### config.mk
export PLATFORM = sky130hd
export DESIGN_NAME = modbus_tcp_client_transaction
export DESIGN_NICKNAME = d
export VERILOG_FILES = /design/src/rtl/mtc_pkg.sv /design/src/rtl/mtc_queue.sv /design/src/rtl/mtc_front.sv /design/src/rtl/mtc_back.sv /design/src/rtl/modbus_tcp_client_transaction.sv
export SDC_FILE = /design/constraint.sdc
export NUM_CORES = 1
export LEC_CHECK = 0
export CAP_MARGIN = 20
export CORE_MARGIN = 2
export CORE_UTILIZATION = 55
export DETAILED_ROUTE_END_ITERATION = 10
export DONT_BUFFER_PORTS = 1
export PLACE_DENSITY = 0.7
export SYNTH_ARGS = -nofsm -noshare
export SYNTH_HDL_FRONTEND = slang
export SYNTH_SLANG_ARGS = --single-unit
### constraint.sdc
create_clock -name aclk -period 20.9 [get_ports aclk]
set_clock_uncertainty 0.05 [all_clocks]
set_input_delay 0 -clock aclk [delete_from_list [all_inputs] [get_ports aclk]]
set_output_delay 0 -clock aclk [all_outputs]
set_load 0.005 [all_outputs]
### src/rtl/mtc_pkg.sv
// Types, codes and helpers shared by the Modbus TCP client modules.
package mtc_pkg;

    localparam logic [1:0] KIND_START = 2'd0;
    localparam logic [1:0] KIND_WORD  = 2'd1;
    localparam logic [1:0] KIND_BYTE  = 2'd2;
    localparam logic [1:0] KIND_TICK  = 2'd3;

    localparam logic [1:0] OUT_TX     = 2'd0;
    localparam logic [1:0] OUT_VALUE  = 2'd1;
    localparam logic [1:0] OUT_STATUS = 2'd2;

    localparam logic [2:0] ST_OK       = 3'd0;
    localparam logic [2:0] ST_INVALID  = 3'd1;
    localparam logic [2:0] ST_TIMEOUT  = 3'd2;
    localparam logic [2:0] ST_PROTOCOL = 3'd3;
    localparam logic [2:0] ST_EXCEPT   = 3'd4;

    localparam logic [1:0] FS_COILS    = 2'd0;
    localparam logic [1:0] FS_HOLDING  = 2'd1;
    localparam logic [1:0] FS_SINGLE   = 2'd2;
    localparam logic [1:0] FS_MULTIPLE = 2'd3;

    localparam int FL_ID = 0;
    localparam int FL_PX = 1;
    localparam int FL_FN = 2;
    localparam int FL_DT = 3;

    localparam logic [15:0] MAX_COILS    = 16'd2000;
    localparam logic [15:0] MAX_HOLDING  = 16'd125;
    localparam logic [15:0] MAX_MULTIPLE = 16'd123;
    localparam logic [7:0]  EXC_BIT      = 8'h80;

    localparam int QDEPTH = 4;
    localparam int QAW    = $clog2(QDEPTH);

    typedef enum logic [1:0] {
        PH_IDLE,
        PH_DATA,
        PH_HEAD,
        PH_BODY
    } phase_t;

    typedef enum logic [2:0] {
        J_REQ,
        J_WORD,
        J_COIL,
        J_REG,
        J_STAT
    } jkind_t;

    typedef struct packed {
        jkind_t      jkind;
        logic [3:0]  nbody;
        logic        has_status;
        logic [2:0]  status;
        logic [7:0]  exc;
        logic [15:0] tid;
        logic [7:0]  unit;
        logic [1:0]  fs;
        logic [15:0] addr;
        logic [15:0] data;
        logic [10:0] idx;
    } job_t;

    function automatic logic [7:0] fcode_of(input logic [1:0] fs);
        logic [7:0] r;
        case (fs)
            FS_COILS:    r = 8'h01;
            FS_HOLDING:  r = 8'h03;
            FS_SINGLE:   r = 8'h06;
            FS_MULTIPLE: r = 8'h10;
            default:     r = 8'h01;
        endcase
        return r;
    endfunction

endpackage

### src/rtl/mtc_queue.sv
// Short job queue between the front and back parts of the Modbus TCP client.
module mtc_queue (
    input  logic         aclk,
    input  logic         aresetn,
    input  logic         push,
    input  mtc_pkg::job_t din,
    output logic         full,
    input  logic         pop,
    output mtc_pkg::job_t dout,
    output logic         empty
);
    import mtc_pkg::*;

    job_t             mem_reg [QDEPTH];
    logic [QAW-1:0]   wr_ptr_reg;
    logic [QAW-1:0]   rd_ptr_reg;
    logic [QAW:0]     count_reg;

    assign full  = (count_reg == (QAW+1)'(QDEPTH));
    assign empty = (count_reg == '0);
    assign dout  = mem_reg[rd_ptr_reg];

    always_ff @(posedge aclk) begin
        if (push) begin
            mem_reg[wr_ptr_reg] <= din;
        end
    end

    always_ff @(posedge aclk) begin
        if (!aresetn) begin
            wr_ptr_reg <= '0;
            rd_ptr_reg <= '0;
            count_reg  <= '0;
        end else begin
            if (push) begin
                wr_ptr_reg <= wr_ptr_reg + 1'b1;
            end
            if (pop) begin
                rd_ptr_reg <= rd_ptr_reg + 1'b1;
            end
            if (push && !pop) begin
                count_reg <= count_reg + 1'b1;
            end else if (pop && !push) begin
                count_reg <= count_reg - 1'b1;
            end
        end
    end
endmodule

### src/rtl/mtc_front.sv
// Front part: accepts input beats, tracks the transaction and queues result jobs.
module mtc_front #(
    parameter int MAX_PDU_BYTES = 253
) (
    input  logic          aclk,
    input  logic          aresetn,
    input  logic          accept,
    input  logic [1:0]    kind,
    input  logic [7:0]    unit_id,
    input  logic [1:0]    function_sel,
    input  logic [15:0]   start_address,
    input  logic [15:0]   quantity_or_value,
    input  logic [15:0]   data_word,
    input  logic [7:0]    rx_byte,
    input  logic [15:0]   timeout_ticks,
    output logic          push,
    output mtc_pkg::job_t job
);
    import mtc_pkg::*;

    localparam logic [15:0] LEN_MAX = 16'(MAX_PDU_BYTES + 1);

    logic [15:0] next_tid_reg, next_tid_next;
    logic [15:0] pend_tid_reg, pend_tid_next;
    logic [7:0]  pend_unit_reg, pend_unit_next;
    logic [1:0]  pend_fs_reg, pend_fs_next;
    logic [15:0] pend_addr_reg, pend_addr_next;
    logic [15:0] pend_qty_reg, pend_qty_next;
    phase_t      phase_reg, phase_next;
    logic [8:0]  pos_reg, pos_next;
    logic [15:0] flen_reg, flen_next;
    logic [15:0] elapsed_reg, elapsed_next;
    logic [15:0] limit_reg, limit_next;
    logic [6:0]  words_reg, words_next;
    logic [7:0]  hold_reg, hold_next;
    logic [3:0]  flags_reg, flags_next;
    logic [7:0]  last_exc_reg, last_exc_next;

    always_ff @(posedge aclk) begin
        if (!aresetn) begin
            next_tid_reg  <= 16'd1;
            pend_tid_reg  <= '0;
            pend_unit_reg <= '0;
            pend_fs_reg   <= '0;
            pend_addr_reg <= '0;
            pend_qty_reg  <= '0;
            phase_reg     <= PH_IDLE;
            pos_reg       <= '0;
            flen_reg      <= '0;
            elapsed_reg   <= '0;
            limit_reg     <= 16'd1;
            words_reg     <= '0;
            hold_reg      <= '0;
            flags_reg     <= '0;
            last_exc_reg  <= '0;
        end else begin
            next_tid_reg  <= next_tid_next;
            pend_tid_reg  <= pend_tid_next;
            pend_unit_reg <= pend_unit_next;
            pend_fs_reg   <= pend_fs_next;
            pend_addr_reg <= pend_addr_next;
            pend_qty_reg  <= pend_qty_next;
            phase_reg     <= phase_next;
            pos_reg       <= pos_next;
            flen_reg      <= flen_next;
            elapsed_reg   <= elapsed_next;
            limit_reg     <= limit_next;
            words_reg     <= words_next;
            hold_reg      <= hold_next;
            flags_reg     <= flags_next;
            last_exc_reg  <= last_exc_next;
        end
    end

    always_comb begin
        logic        bad_qty;
        logic [3:0]  fl;
        logic [8:0]  pm9;
        logic [11:0] base;
        logic [15:0] diff;
        logic [7:0]  ridx;
        logic [7:0]  expect_b;
        logic [15:0] echo_w;
        logic [17:0] want_len;
        logic [2:0]  st;
        logic [7:0]  exc_v;
        logic [15:0] el_inc;
        logic [15:0] tid_inc;

        next_tid_next  = next_tid_reg;
        pend_tid_next  = pend_tid_reg;
        pend_unit_next = pend_unit_reg;
        pend_fs_next   = pend_fs_reg;
        pend_addr_next = pend_addr_reg;
        pend_qty_next  = pend_qty_reg;
        phase_next     = phase_reg;
        pos_next       = pos_reg;
        flen_next      = flen_reg;
        elapsed_next   = elapsed_reg;
        limit_next     = limit_reg;
        words_next     = words_reg;
        hold_next      = hold_reg;
        flags_next     = flags_reg;
        last_exc_next  = last_exc_reg;
        push           = 1'b0;
        job            = '0;
        job.jkind      = J_STAT;
        job.exc        = last_exc_reg;

        bad_qty  = 1'b0;
        fl       = flags_reg;
        pm9      = pos_reg - 9'd9;
        base     = {pm9, 3'b000};
        diff     = '0;
        ridx     = pm9[8:1];
        expect_b = '0;
        echo_w   = '0;
        want_len = '0;
        st       = ST_OK;
        exc_v    = last_exc_reg;
        el_inc   = (elapsed_reg == 16'hFFFF) ? elapsed_reg : elapsed_reg + 16'd1;
        tid_inc  = next_tid_reg + 16'd1;

        if (accept) begin
            case (kind)
                KIND_START: begin
                    phase_next = PH_IDLE;
                    case (function_sel)
                        FS_COILS:    bad_qty = (quantity_or_value == '0) ||
                                               (quantity_or_value > MAX_COILS);
                        FS_HOLDING:  bad_qty = (quantity_or_value == '0) ||
                                               (quantity_or_value > MAX_HOLDING);
                        FS_MULTIPLE: bad_qty = (quantity_or_value == '0) ||
                                               (quantity_or_value > MAX_MULTIPLE);
                        default:     bad_qty = 1'b0;
                    endcase
                    push = 1'b1;
                    if (bad_qty) begin
                        job.jkind      = J_STAT;
                        job.has_status = 1'b1;
                        job.status     = ST_INVALID;
                    end else begin
                        next_tid_next  = (tid_inc == '0) ? 16'd1 : tid_inc;
                        pend_tid_next  = next_tid_reg;
                        pend_unit_next = unit_id;
                        pend_fs_next   = function_sel;
                        pend_addr_next = start_address;
                        pend_qty_next  = quantity_or_value;
                        limit_next     = (timeout_ticks == '0) ? 16'd1 : timeout_ticks;
                        job.jkind      = J_REQ;
                        job.tid        = next_tid_reg;
                        job.unit       = unit_id;
                        job.fs         = function_sel;
                        job.addr       = start_address;
                        job.data       = quantity_or_value;
                        if (function_sel == FS_MULTIPLE) begin
                            job.nbody  = 4'd13;
                            phase_next = PH_DATA;
                            words_next = quantity_or_value[6:0];
                        end else begin
                            job.nbody    = 4'd12;
                            phase_next   = PH_HEAD;
                            pos_next     = '0;
                            elapsed_next = '0;
                            flags_next   = '0;
                            flen_next    = '0;
                        end
                    end
                end
                KIND_WORD: begin
                    if (phase_reg == PH_DATA) begin
                        push       = 1'b1;
                        job.jkind  = J_WORD;
                        job.nbody  = 4'd2;
                        job.data   = data_word;
                        words_next = words_reg - 7'd1;
                        if (words_next == '0) begin
                            phase_next   = PH_HEAD;
                            pos_next     = '0;
                            elapsed_next = '0;
                            flags_next   = '0;
                            flen_next    = '0;
                        end
                    end
                end
                KIND_BYTE: begin
                    if (phase_reg == PH_HEAD) begin
                        pos_next = pos_reg + 9'd1;
                        case (pos_reg)
                            9'd0: if (rx_byte != pend_tid_reg[15:8]) fl[FL_ID] = 1'b1;
                            9'd1: if (rx_byte != pend_tid_reg[7:0]) fl[FL_ID] = 1'b1;
                            9'd2, 9'd3: if (rx_byte != '0) fl[FL_PX] = 1'b1;
                            9'd4: hold_next = rx_byte;
                            9'd5: flen_next = {hold_reg, rx_byte};
                            default: begin
                                if (rx_byte != pend_unit_reg) fl[FL_ID] = 1'b1;
                                if (fl[FL_PX] || (flen_reg < 16'd2) || (flen_reg > LEN_MAX)) begin
                                    phase_next     = PH_IDLE;
                                    push           = 1'b1;
                                    job.jkind      = J_STAT;
                                    job.has_status = 1'b1;
                                    job.status     = ST_PROTOCOL;
                                end else begin
                                    flen_next    = flen_reg + 16'd6;
                                    phase_next   = PH_BODY;
                                    elapsed_next = '0;
                                    pos_next     = 9'd7;
                                end
                            end
                        endcase
                        flags_next = fl;
                    end else if (phase_reg == PH_BODY) begin
                        job.jkind = J_COIL;
                        if (pos_reg == 9'd7) begin
                            if ((rx_byte & EXC_BIT) != '0) begin
                                fl[FL_PX] = 1'b1;
                            end else if (rx_byte != fcode_of(pend_fs_reg)) begin
                                fl[FL_FN] = 1'b1;
                            end
                        end else if (!fl[FL_PX] && !fl[FL_FN]) begin
                            if (pend_fs_reg == FS_COILS) begin
                                if (pos_reg == 9'd8) begin
                                    expect_b = 8'((pend_qty_reg + 16'd7) >> 3);
                                    if (rx_byte != expect_b) fl[FL_DT] = 1'b1;
                                end else if ({4'b0, base} < pend_qty_reg) begin
                                    diff      = pend_qty_reg - {4'b0, base};
                                    job.nbody = (diff >= 16'd8) ? 4'd8 : diff[3:0];
                                    job.data  = {8'b0, rx_byte};
                                    job.idx   = base[10:0];
                                end
                            end else if (pend_fs_reg == FS_HOLDING) begin
                                job.jkind = J_REG;
                                if (pos_reg == 9'd8) begin
                                    expect_b = {pend_qty_reg[6:0], 1'b0};
                                    if (rx_byte != expect_b) fl[FL_DT] = 1'b1;
                                end else if (!pm9[0]) begin
                                    hold_next = rx_byte;
                                end else if ({8'b0, ridx} < pend_qty_reg) begin
                                    job.nbody = 4'd1;
                                    job.data  = {hold_reg, rx_byte};
                                    job.idx   = {3'b0, ridx};
                                end
                            end else if (pos_reg <= 9'd11) begin
                                echo_w   = (pos_reg < 9'd10) ? pend_addr_reg : pend_qty_reg;
                                expect_b = pos_reg[0] ? echo_w[7:0] : echo_w[15:8];
                                if (rx_byte != expect_b) fl[FL_DT] = 1'b1;
                            end
                        end
                        flags_next = fl;
                        if ({7'b0, pos_reg} + 16'd1 >= flen_reg) begin
                            case (pend_fs_reg)
                                FS_COILS:   want_len = 18'd9 + 18'((pend_qty_reg + 16'd7) >> 3);
                                FS_HOLDING: want_len = 18'd9 + {1'b0, pend_qty_reg, 1'b0};
                                default:    want_len = 18'd12;
                            endcase
                            if ((flen_reg < 16'd9) || fl[FL_ID]) begin
                                st = ST_PROTOCOL;
                            end else if (fl[FL_PX]) begin
                                st = (flen_reg != 16'd9) ? ST_PROTOCOL : ST_EXCEPT;
                            end else if (fl[FL_FN]) begin
                                st = ST_PROTOCOL;
                            end else begin
                                exc_v = '0;
                                if (fl[FL_DT] || ({2'b0, flen_reg} != want_len)) begin
                                    st = ST_PROTOCOL;
                                end else begin
                                    st = ST_OK;
                                end
                            end
                            if (st == ST_EXCEPT) begin
                                exc_v = rx_byte;
                            end
                            last_exc_next  = exc_v;
                            phase_next     = PH_IDLE;
                            job.has_status = 1'b1;
                            job.status     = st;
                            job.exc        = exc_v;
                        end else begin
                            pos_next = pos_reg + 9'd1;
                        end
                        push = job.has_status || (job.nbody != '0);
                    end
                end
                default: begin
                    if ((phase_reg == PH_HEAD) || (phase_reg == PH_BODY)) begin
                        elapsed_next = el_inc;
                        if (el_inc >= limit_reg) begin
                            phase_next     = PH_IDLE;
                            push           = 1'b1;
                            job.jkind      = J_STAT;
                            job.has_status = 1'b1;
                            job.status     = ST_TIMEOUT;
                        end
                    end
                end
            endcase
        end
    end
endmodule

### src/rtl/mtc_back.sv
// Back part: expands queued jobs into result beats behind an output register.
module mtc_back (
    input  logic          aclk,
    input  logic          aresetn,
    input  mtc_pkg::job_t head,
    input  logic          empty,
    output logic          pop,
    output logic          m_tvalid,
    input  logic          m_tready,
    output logic [47:0]   m_tdata,
    output logic [1:0]    m_tuser,
    output logic          m_tlast
);
    import mtc_pkg::*;

    logic [3:0]  pos_reg, pos_next;
    logic        valid_reg;
    logic [47:0] data_reg;
    logic [1:0]  user_reg;
    logic        last_reg;
    logic        load;
    logic [3:0]  total;
    logic        beat_last;
    logic [1:0]  o_kind;
    logic [7:0]  o_tx;
    logic [15:0] o_val;
    logic [10:0] o_idx;
    logic [2:0]  o_st;
    logic [7:0]  o_exc;
    logic [15:0] req_len;

    assign load      = !empty && (!valid_reg || m_tready);
    assign total     = head.nbody + {3'b0, head.has_status};
    assign beat_last = (pos_reg == total - 4'd1);
    assign pop       = load && beat_last;
    assign pos_next  = pop ? 4'd0 : (load ? pos_reg + 4'd1 : pos_reg);
    assign req_len   = (head.fs == FS_MULTIPLE) ? 16'd7 + {head.data[14:0], 1'b0} : 16'd6;

    always_comb begin
        o_kind = OUT_TX;
        o_tx   = '0;
        o_val  = '0;
        o_idx  = '0;
        o_st   = ST_OK;
        o_exc  = '0;
        if (pos_reg < head.nbody) begin
            case (head.jkind)
                J_REQ: begin
                    case (pos_reg)
                        4'd0:    o_tx = head.tid[15:8];
                        4'd1:    o_tx = head.tid[7:0];
                        4'd4:    o_tx = req_len[15:8];
                        4'd5:    o_tx = req_len[7:0];
                        4'd6:    o_tx = head.unit;
                        4'd7:    o_tx = fcode_of(head.fs);
                        4'd8:    o_tx = head.addr[15:8];
                        4'd9:    o_tx = head.addr[7:0];
                        4'd10:   o_tx = head.data[15:8];
                        4'd11:   o_tx = head.data[7:0];
                        4'd12:   o_tx = {head.data[6:0], 1'b0};
                        default: o_tx = '0;
                    endcase
                end
                J_WORD: begin
                    o_tx = (pos_reg == '0) ? head.data[15:8] : head.data[7:0];
                end
                J_COIL: begin
                    o_kind = OUT_VALUE;
                    o_val  = {15'b0, head.data[pos_reg[2:0]]};
                    o_idx  = head.idx + {8'b0, pos_reg[2:0]};
                end
                J_REG: begin
                    o_kind = OUT_VALUE;
                    o_val  = head.data;
                    o_idx  = head.idx;
                end
                default: begin
                    o_kind = OUT_STATUS;
                end
            endcase
        end else begin
            o_kind = OUT_STATUS;
            o_st   = head.status;
            o_exc  = head.exc;
        end
    end

    always_ff @(posedge aclk) begin
        if (!aresetn) begin
            pos_reg   <= '0;
            valid_reg <= 1'b0;
        end else begin
            pos_reg <= pos_next;
            if (load) begin
                valid_reg <= 1'b1;
            end else if (m_tready) begin
                valid_reg <= 1'b0;
            end
        end
    end

    always_ff @(posedge aclk) begin
        if (load) begin
            data_reg <= {2'b0, o_exc, o_st, o_idx, o_val, o_tx};
            user_reg <= o_kind;
            last_reg <= beat_last;
        end
    end

    assign m_tvalid = valid_reg;
    assign m_tdata  = data_reg;
    assign m_tuser  = user_reg;
    assign m_tlast  = last_reg;
endmodule

### src/rtl/modbus_tcp_client_transaction.sv
// Modbus TCP client transaction engine. Input beats are taken one per cycle while the
// four-entry job queue between the front and back parts has room; each beat is decoded
// combinationally and its job is queued in the same cycle. Results leave the back part
// one beat per cycle while m_tready is high, and that output rate sets the sustained
// rate. An input item yields one output beat per result: 1 for a status, 2 for a data
// word, 12 or 13 for a request, up to 9 for a coil byte.
module modbus_tcp_client_transaction #(
    parameter int MAX_PDU_BYTES = 253
) (
    input  logic        aclk,
    input  logic        aresetn,
    input  logic        s_tvalid,
    output logic        s_tready,
    // unit_id, function_sel, start_address, quantity_or_value, data_word, rx_byte,
    // timeout_ticks, zero fill
    input  logic [87:0] s_tdata,
    // kind
    input  logic [1:0]  s_tuser,
    output logic        m_tvalid,
    input  logic        m_tready,
    // tx_byte, read_value, read_index, status, exception_code, zero fill
    output logic [47:0] m_tdata,
    // out_kind
    output logic [1:0]  m_tuser,
    output logic        m_tlast
);
    import mtc_pkg::*;

    logic accept;
    logic push;
    logic full;
    logic empty;
    logic pop;
    job_t job;
    job_t head;

    assign s_tready = !full;
    assign accept   = s_tvalid && s_tready;

    mtc_front #(
        .MAX_PDU_BYTES(MAX_PDU_BYTES)
    ) u_front (
        .aclk              (aclk),
        .aresetn           (aresetn),
        .accept            (accept),
        .kind              (s_tuser),
        .unit_id           (s_tdata[7:0]),
        .function_sel      (s_tdata[9:8]),
        .start_address     (s_tdata[25:10]),
        .quantity_or_value (s_tdata[41:26]),
        .data_word         (s_tdata[57:42]),
        .rx_byte           (s_tdata[65:58]),
        .timeout_ticks     (s_tdata[81:66]),
        .push              (push),
        .job               (job)
    );

    mtc_queue u_queue (
        .aclk    (aclk),
        .aresetn (aresetn),
        .push    (push),
        .din     (job),
        .full    (full),
        .pop     (pop),
        .dout    (head),
        .empty   (empty)
    );

    mtc_back u_back (
        .aclk     (aclk),
        .aresetn  (aresetn),
        .head     (head),
        .empty    (empty),
        .pop      (pop),
        .m_tvalid (m_tvalid),
        .m_tready (m_tready),
        .m_tdata  (m_tdata),
        .m_tuser  (m_tuser),
        .m_tlast  (m_tlast)
    );
endmodule

Yosys cells after proc, flatten, opt, wreduce, memory -nomap -nowiden
Memories as Yosys holds them, arrays and structs flattened. A register that Yosys moved wholly into a read port is not among the register bits.
Cells that the tools add are included.
{ "totals": {"elab_cells": 403, "ramBits": 352, "register_bits": 221, "mem_bits_ro": 0, "memories": 1, "latch_bits": 0, "out_inout_bits": 53} }
{ "op_classes": {"n_mux": 200, "mul": 0, "reduce_logical": 64, "shifts": 0, "n_lt_le_gt_ge": 15, "eq_ne": 73, "bitwise": 3, "n_div": 0, "n_addsub": 21} }
{ "mem_list": {"columns": ["name", "depth", "word_bits", "rd", "rd_ports_with_merged_regs", "wr", "line", "text"], "rows": [
  ["u_queue.mem_reg", 4, 88, 1, 1, 1, "mtc_queue.sv:14", "job_t mem_reg [QDEPTH];"]
]} }
{ "ops": {"columns": ["cell", "n"], "rows": [
  ["27-bit two-way mux", 10],
  ["16-bit two-way mux", 16],
  ["8-bit two-way mux", 23],
  ["16-bit case mux with 3 select lines", 3],
  ["18-bit two-way mux", 5],
  ["88-bit two-way mux", 1],
  ["8-bit case mux with 11 select lines", 1],
  ["9-bit two-way mux", 9],
  ["4-bit two-way mux", 20],
  ["7-bit two-way mux", 10],
  ["16-bit case mux with 2 select lines", 2],
  ["8-bit case mux with 4 select lines", 2],
  ["12-bit two-way mux", 5],
  ["58-bit two-way mux", 1],
  ["8-bit != test", 7],
  ["16-bit logical NOT", 3],
  ["42-bit two-way mux", 1],
  ["1-bit two-way mux", 40],
  ["3-bit two-way mux", 13],
  ["19-bit two-way mux", 2],
  ["2-bit two-way mux", 19],
  ["18-bit case mux with 2 select lines", 1],
  ["4-bit case mux with 3 select lines", 3],
  ["16-bit by 1-bit adder with 16-bit output (second input constant)", 2],
  ["87 further kinds", 177]
]} }

Longest topological paths before layout
Gate-level depths: netlist (run 1).
{ "depth": {"ltp_word": 40, "ltp_mapped": 26, "mapped_depth_nobuf": 23} }

By module
A second synthesis (run 1) with hierarchy kept.
{ "hier_totals": {"hier_cells": 2687, "hier_area_um2": 29952.5} }
{ "modules_own_cells": {"columns": ["mod", "instances", "cells_each", "area_per_inst_um2"], "rows": [
  ["mtc_queue", 1, 503, 13131.3],
  ["mtc_front", 1, 1808, 12973.7],
  ["mtc_back", 1, 374, 3837.4],
  ["modbus_tcp_client_transaction", 1, 2, 10.0]
]} }

Worst setup path after synthesis (run 1)
Ideal clock, no wire load.
{ "synth_timing": {"path_type": "register to register", "from": "register u_front.pos_reg[0]", "to": "memory u_queue.mem_reg[0][0] (netlist name), enable pin", "path_buffers": 3, "path_slack_ns": 14.359, "t_required_ns": 20.394, "setup_ns": 0.456, "stages_incl_launch_ff": 21, "arrival_ns": 6.035, "path_cell_list": "dfxtp_1 > clkbuf_1 > clkbuf_1 > inv_1 > ha_1 > clkbuf_1 > inv_1 > o21ai_0 > nor3b_1 > xor2_1 > inv_1 > ha_1 > a21oi_1 > a31oi_1 > a31oi_1 > o21ai_0 > nand2_1 > nor2_1 > o41ai_2 > a31oi_1 > and2_1"} }
{ "synth_via": {"elab_chain_len": 21, "word_cells_on_any_way": 44, "cone_classes": "add/sub (3); order compare (4); eq/ne (7); mux (26); reduce/logical (4)"} }
{ "synth_rtl": {"columns": ["element", "line", "text"], "rows": [
  ["start, declared", "mtc_front.sv:30", "logic [8:0] pos_reg, pos_next;"],
  ["start signal, assigned", "mtc_front.sv:64", "pos_reg <= pos_next;"],
  ["9-bit by 4-bit subtractor with 9-bit output", "mtc_front.sv:112", "pm9 = pos_reg - 9'd9;"],
  ["16-bit by 12-bit subtractor with 16-bit output or 8-bit by 16-bit < comparator with 1-bit output (tied branches)", "mtc_front.sv:226, mtc_front.sv:238", null],
  ["16-bit by 4-bit >= comparator with 1-bit output or 1-bit two-way mux (tied branches)", "mtc_front.sv:227, mtc_front.sv:238", null],
  ["4-bit two-way mux (on tied branches)", "mtc_front.sv:227, mtc_front.sv:236", null],
  ["4-bit two-way mux (on tied branches)", "mtc_front.sv:225, mtc_front.sv:233", null],
  ["4-bit two-way mux or 5-bit two-way mux (tied branches)", "mtc_front.sv:222, mtc_front.sv:231", null],
  ["4-bit two-way mux", "mtc_front.sv:221", "if (pend_fs_reg == FS_COILS) begin"],
  ["7-bit two-way mux", "mtc_front.sv:220", "end else if (!fl[FL_PX] && !fl[FL_FN]) begin"],
  ["[6 not listed]", null, null],
  ["1-bit logical OR", "mtc_front.sv:281", "push = job.has_status || (job.nbody != '0);"],
  ["1-bit two-way mux", "mtc_front.sv:212", "end else if (phase_reg == PH_BODY) begin"],
  ["1-bit two-way mux *", "mtc_front.sv:187", "if (phase_reg == PH_HEAD) begin"],
  ["1-bit case mux with 3 select lines *", "mtc_front.sv:125", "case (kind)"],
  ["1-bit two-way mux *", "mtc_front.sv:124", "if (accept) begin"],
  ["via push", "modbus_tcp_client_transaction.sv:30", "logic push;"],
  ["1-bit two-way mux *", "mtc_queue.sv:24", "if (push) begin"],
  ["1-bit two-way mux (implied by the code) *", "mtc_queue.sv:25", "mem_reg[wr_ptr_reg] <= din;"],
  ["end, declared", "mtc_queue.sv:14", null]
]} }
The timed path passes the listed nets; every way through them passes the cells marked *. The select of a mux whose other input is x is not followed.

Worst setup path after layout (run 1)
{ "layout_timing": {"from": "register u_front.pos_reg[0]", "to": "memory u_queue.mem_reg[2][37] (netlist name), enable pin"} }
Same word-level chain as after synthesis.

==> results of run 1 <==
## cell usage after synthesis (all sizes together) (7+ instances only)
cell / n / share of area
or3: 11 / 0.0025
o21a: 13 / 0.0033
a211oi: 16 / 0.0041
clkbuf: 126 / 0.016
o31ai: 9 / 0.0023
nor4: 34 / 0.0086
nor2b: 27 / 0.0057
and2: 30 / 0.0064
nand4: 44 / 0.0093
a2111oi: 10 / 0.0030
nand3: 58 / 0.0098
a21oi: 183 / 0.031
edfxtp: 401 / 0.41
a222oi: 18 / 0.0061
o22ai: 15 / 0.0032
or4: 11 / 0.0028
mux2i: 56 / 0.019
nor2: 232 / 0.030
o21ai: 74 / 0.013
nand2b: 17 / 0.0036
dfxtp: 174 / 0.12
o211ai: 20 / 0.0054
xnor2: 84 / 0.025
or2: 9 / 0.0019
a21o: 17 / 0.0043
mux2: 10 / 0.0038
o2111ai: 10 / 0.0030
and3: 34 / 0.0072
ha: 83 / 0.035
buf: 40 / 0.0074
a22oi: 8 / 0.0020
and4: 8 / 0.0024
inv: 128 / 0.016
a22o: 17 / 0.0050
nand3b: 7 / 0.0018
xor2: 69 / 0.020
mux4: 90 / 0.069
a31oi: 31 / 0.0066
nand2: 311 / 0.040
nor3: 58 / 0.011
## per-stage QoR
step,total power [W],area [sq um],util
2_1_floorplan,0.00155,29500,-
3_3_place_gp,0.00162,30000,0.568
3_5_place_dp,0.00163,30000,0.568
4_1_cts,0.00278,33100,0.628
5_1_grt,0.00286,33100,0.628
6_report,0.00277,33100,0.628
## layout make-up
type | count | area [sq um] | share of cell area
Antenna cell | 1 | 2.50 | 0.0000755
Clock buffer | 78 | 1630 | 0.0491
Clock inverter | 32 | 477 | 0.0144
Inverter | 130 | 490 | 0.0148
Multi-Input combinational cell | 1803 | 12900 | 0.388
Sequential cell | 575 | 15500 | 0.469
Tap cell | 688 | 861 | 0.0260
Timing Repair Buffer | 135 | 1290 | 0.0389
## power groups by stage
stage | logic (W) | clock network [W] | registers, W
floorplan | 0.000222 | 0 | 0.00133
global placement | 0.000282 | 0 | 0.00134
detailed placement | 0.000290 | 0 | 0.00134
CTS | 0.000312 | 0.00115 | 0.00132
global route | 0.000341 | 0.00119 | 0.00132
finish | 0.000317 | 0.00114 | 0.00132
## cell families after synthesis
logic type | Yosys count | synth area share
and+or+nand+nor | 901 | 0.145
DFF | 575 | 0.526
AOI/OAI and AO/OA | 502 | 0.112
buffers and inverters | 296 | 0.0400
xor gates and xnor gates | 156 | 0.0477
muxes | 156 | 0.0915
adders and majority gates | 86 | 0.0372
other | 1 | 0.000127
## tightest hold or removal path: stages
cell and delay [ns]:
dlygate4sd3_1 0.55, nand2_1 0.06, a21oi_1 0.05
## cell usage in the layout, fill, tap and decap left out, types with 13 or more instances in the layout
cell,Yosys,final
clkinv_2,0,13
edfxtp_1,401,401
and2_1,28,23
xnor2_1,84,84
mux2i_1,56,56
o211ai_1,18,18
nor2_1,230,230
xor2_1,69,69
o21ai_0,57,57
buf_4,7,30
a21o_1,17,17
dfxtp_1,174,172
clkbuf_16,0,59
nor3_1,54,53
a22o_1,17,17
ha_1,83,83
and3_1,34,34
inv_1,126,126
a21oi_1,182,181
nand2_1,310,309
a211oi_1,16,16
a31oi_1,31,31
nand2b_1,17,17
nor4_1,30,29
nor2b_1,27,27
o21a_1,13,13
a222oi_1,18,18
o21ai_1,17,17
nand3_1,58,58
mux4_2,90,90
dlygate4sd3_1,0,103
o22ai_1,15,15
nand4_1,44,44
## per-layer routing
metal | GRT usage | routed length [um] | share of wire
met1 | 0.418 | 34600 | 0.41
met2 | 0.465 | 37900 | 0.44
met3 | 0.0684 | 8870 | 0.10
met4 | 0.131 | 3790 | 0.044
met5 | 0.0139 | 113 | 0.0013
## worst max-delay path by stage
stage / startpoint / end / depth (start not counted)
after floorplan: u_front.pos_reg[0]$_SDFFE_PN0P_ / u_queue.mem_reg[0][0]$_DFFE_PP_ / 20
after global placement: u_front.pos_reg[0]$_SDFFE_PN0P_ / u_queue.mem_reg[0][40]$_DFFE_PP_ / 18
after detailed placement: u_front.pos_reg[0]$_SDFFE_PN0P_ / u_queue.mem_reg[1][42]$_DFFE_PP_ / 18
after CTS: u_front.pos_reg[0]$_SDFFE_PN0P_ / u_queue.mem_reg[1][11]$_DFFE_PP_ / 18
after global routing: u_front.pos_reg[0]$_SDFFE_PN0P_ / u_queue.mem_reg[2][32]$_DFFE_PP_ / 18
final: u_front.pos_reg[0]$_SDFFE_PN0P_ / u_queue.mem_reg[2][37]$_DFFE_PP_ / 18
==> flow_summary.ini, run 1 <==
[timing]
setup_slack_ns = 14.45
rsz0062_at_grt = false
min_period_over_period = 0.309
fmax_mhz = 155
setup_violations = 0
layout_min_cycle_time_ns = 6.45
holdWs_ns = 0.0398
tightest_slew_ns = 1.23
fin_setup_tns_ns = 0
relSlewSlack = 0.181
slew_violations = 0
finalHoldViolations = 0

[critical_path]
timing.rr.end = u_queue.mem_reg[2][37]$_DFFE_PP_
slowest_stage = buf_4
cp_cell_sequence = inv_1 > ha_1 > inv_1 > o21ai_0 > nor3b_1 > xor2_1 > inv_1 > ha_1 > a21oi_1 > a31oi_1 > a31oi_1 > o21ai_0 > nand2_1 > nor2_1 > o41ai_2 > a31oi_1 > and2_4 > buf_4
critPathMaxFanout = 51
r2r-start = u_front.pos_reg[0]$_SDFFE_PN0P_
critical_path.top_delay_family = compound AO/OA/AOI/OAI gates
cpPeakStageDelay_ns = 0.75
ff2ff_path_depth = 18
arrival_ns = 6.66
cp-end-kind = flip-flop
cp.buffers_inverters = 4
criticalPathCategory = flip-flop to flip-flop
regToRegSetupSlack_ns = 14.45
crit_required_ns = 21.10
startpoint_type = flip-flop

[clocking]
post_cts_buffers = 0
cts_root_buf = clkbuf_16
clkSinkCount = 575
cts_resized = 0
cts_tree = yes
hold_buffers = 104
clockBufferDepth = 3
cts_max_level = 2
cts_inserted_buffers = 59
insertion_delay_ns = 0.65
path_clk_slew_ns = 0.06

[synth]
synthFlopType = edfxtp_1
async_flop_share = 0
synth_area_sq_um = 29500
synth_area_per_cell_sq_um = 11.0
synth-seq-cells = 575
yosysUniqueCellTypes = 95
seq_area_frac_synth = 0.526
syn_inst = 2673
ys_warn_count = 0
synth_edf_count = 401

[routing]
post_drt_wl_per_cell_um = 24.8
drc = 0
drtIter0Drc = 2354
firstDrtPassIters = 6
ant_nets = 0
via_count = 22200
via_per_inst = 6.46
drt-total-wl_um = 85200

[placement]
place.gp.congestion = 1.01
pre_cts_slack_ns = 14.57
dp.cells = 3226
dpl.hpwl_um = 55900
port_buffers = 0

[global_route]
overflow = 0
grt_pass1_vias = 21600
grt_pass1_wl_um = 129000
antenna_found_initial = 4
grt_max_degree = 85
grt_usage = 0.304

[power_and_ir_drop]
p_leak_nw = 11.8
ir_worst_vdd_uv = 66.9
pwr-share-clk = 0.410
p_comb_frac = 0.114
powerDensity_nw_per_um2 = 83.7
internal-power_w = 0.00208
p_seq_frac = 0.476
power_switching_w = 0.000689
swShare = 0.249

[worst_hold_path]
min_from = s_tdata[71]
hold_depth = 3
hold_path.class = primary input to flip-flop
holdPathEnd = u_front.limit_reg[5]$_SDFFE_PN0P_

[finish]
fin_cells = 3442
area_growth_pct = 12.3
drive_above_1_share = 0.0988
fill_cells = 4034
largest_reg_flops = 352
final_nets = 2884

[flow_run]
cap_violations = 0

[floorplanning]
die_h_um = 236
initial_core_util = 0.559
io_pins = 147
rows = 84
core-area_sq_um = 52800
die_area_sq_um = 55500
die_w_um = 236

[outcome]
status = complete, no violations
(Power assumes the default switching activity.)
==> run 2, diff against run 1 <==
--- a/config.mk
+++ b/config.mk
@@ -10,7 +10,7 @@
 export CORE_UTILIZATION = 55
 export DETAILED_ROUTE_END_ITERATION = 10
 export DONT_BUFFER_PORTS = 1
-export PLACE_DENSITY = 0.7
+export PLACE_DENSITY = 0.73
 export SYNTH_ARGS = -nofsm -noshare
 export SYNTH_HDL_FRONTEND = slang
 export SYNTH_SLANG_ARGS = --single-unit
==> constraint.sdc (replaced) <==
create_clock -name aclk -period 5.24 [get_ports aclk]
set_clock_uncertainty 0.05 [all_clocks]
set_input_delay 0 -clock aclk [delete_from_list [all_inputs] [get_ports aclk]]
set_output_delay 0 -clock aclk [all_outputs]
set_load 0.005 [all_outputs]
==> run 2 against run 1 <==
  * Cell count increased by 1.4%
  * Critical path depth increased by 1
  * Global-route usage increased by 0.86 points
  * Design area increased by 1.4%
  * Count of clock-buffer cells in the layout increased by 2
  * Critical path type unchanged
  * Total power increased to 3.9 times the previous value
  * Largest cell class unchanged
  * Wire length increased by 3.2%
  * Via count increased by 2.0%
==> flow_summary.ini, run 2 (synthesis results as in run 1) <==
[critical_path]
startpoint_type = flip-flop
cp.buffers_inverters = 2
criticalPathCategory = flip-flop to flip-flop
cp-end-kind = flip-flop
cp_cell_sequence = o31a_1 > or4_1 > xnor2_1 > inv_1 > ha_1 > or4_1 > o31ai_1 > a221oi_1 > a311oi_1 > a31oi_1 > or4_4 > o41ai_4 > a31oi_2 > ha_1 > inv_1 > fa_1 > xor2_1 > or3_1 > a21oi_1
r2r-start = u_front.pos_reg[1]$_SDFFE_PN0P_
crit_required_ns = 5.74
arrival_ns = 5.52
critical_path.top_delay_family = simple AND/OR/NAND/NOR gates
slowest_stage = or4_4
cpPeakStageDelay_ns = 0.60
worstSetupStartpoint = u_front.pos_reg[1]$_SDFFE_PN0P_
critPathMaxFanout = 8

[routing]
drt-total-wl_um = 87900
ant_nets = 0
drc = 0
post_drt_wl_per_cell_um = 25.2
via_count = 22700
firstDrtPassIters = 6
drtIter0Drc = 2805
via_per_inst = 6.49

[clocking]
cts_root_buf = clkbuf_16
cts_inserted_buffers = 58
path_clk_slew_ns = 0.07
cts_tree = yes
clockBufferDepth = 3
insertion_delay_ns = 0.63
cts_max_level = 2
clkSinkCount = 575

[finish]
area_growth_pct = 13.8
final_cell_area_sq_um = 33600
layout_common_cells = edfxtp_1 (401), nand2_1 (309), nor2_1 (228)
fin_cells = 3489
final_nets = 2931
largest_reg_flops = 352
fill_cells = 3978
final_common_cell = edfxtp_1
final_core_util = 0.637
drive_above_1_share = 0.118

[timing]
min_period_over_period = 0.959
setup_violations = 0
fmax_mhz = 199
layout_min_cycle_time_ns = 5.02
relSlewSlack = 0.0743
rsz0062_at_grt = false
fin_setup_tns_ns = 0
finalHoldViolations = 0
tightest_slew_ns = 1.39
slew_violations = 0

[flow_run]
cap_violations = 0

[global_route]
grt_pass1_wl_um = 132000
overflow = 0
antenna_found_initial = 2
grt_pass1_vias = 22000
grt_usage = 0.313
grt_max_degree = 85

[power_and_ir_drop]
ir_worst_vdd_uv = 269
powerDensity_nw_per_um2 = 325
finalPower_w = 0.0109
p_leak_nw = 12.1

[placement]
placed_cell_area_sq_um = 30400
place.gp.congestion = 0.977
dp.cells = 3275
port_buffers = 0
dpl.hpwl_um = 59200

[floorplanning]
die_w_um = 236
core-area_sq_um = 52800
die_h_um = 236
die_area_sq_um = 55500
io_pins = 147
rows = 84
initial_core_util = 0.559

[worst_hold_path]
min_from = s_tdata[78]
hold_path.class = primary input to flip-flop

[outcome]
status = complete, no violations
run 2: layout make-up:
cell class / count / area (sq um) / area share
clock buffers: 80 / 1670 / 0.0496
inverters: 130 / 490 / 0.0146
diodes: 1 / 2.50 / 0.0000745
flip-flops and latches: 575 / 15500 / 0.462
repair buffers: 183 / 1750 / 0.0522
multi-input cells: 1803 / 12900 / 0.384
clock inverters: 29 / 372 / 0.0111
well taps: 688 / 861 / 0.0256
run 2: metal layers:
layer,GRT usage,share of wire,vias to the layer above
li1,-,-,10000
met1,0.420,0.40,11100
met2,0.489,0.45,1299
met3,0.0726,0.10,234
met4,0.137,0.045,2
met5,0,0.00015,-
run 2: worst reg2reg max path, cell delays in order (launching register included):
cell      delay, ns
dfxtp_2        0.37
o31a_1         0.32
or4_1          0.42
xnor2_1        0.22
inv_1          0.09
ha_1           0.30
or4_1          0.53
o31ai_1        0.09
a221oi_1       0.08
a311oi_1       0.28
a31oi_1        0.06
or4_4          0.60
o41ai_4        0.26
a31oi_2        0.16
ha_1           0.27
inv_1          0.08
fa_1           0.18
xor2_1         0.08
or3_1          0.33
a21oi_1        0.18
run 2: timing repair:
item	in CTS	in global routing
resized for setup	0	12
endpoints found under the hold margin	354	0
hold buffers	102	0
setup buffers	0	2
setup endpoints to repair	0	287
run 2: worst paths after layout:
kind / end / slack [ns] / cells past startpoint
worst max-delay path: u_queue.count_reg[2]$_SDFFE_PN0P_ / 0.22 / 19
worst min-delay path: u_front.limit_reg[12]$_SDFFE_PN0P_ / 0.01 / 3
worst max register to register: u_queue.count_reg[2]$_SDFFE_PN0P_ / 0.22 / 19
worst min register to register: u_front.limit_reg[13]$_SDFFE_PN0P_ / 0.41 / 2
run 2: metrics by stage:
stage | hold WS, ns | setup slack [ns]
after floorplan | 0.0860 | -0.110
after global placement | 0.0482 | 0.225
after detailed placement | 0.0526 | 0.173
after CTS | 0.000487 | 0.0785
after global routing | 0.0164 | 0.0296
final | 0.0126 | 0.216
run 2: power breakdown:
| part | internal (W) | total [W] | leakage, nW | switching, W |
|---|---|---|---|---|
| Sequential | 0.00511 | 0.00525 | 5.20 | 0.000147 |
| Combinational | 0.000489 | 0.00130 | 5.90 | 0.000808 |
| Clock | 0.00258 | 0.00437 | 0.982 | 0.00179 |
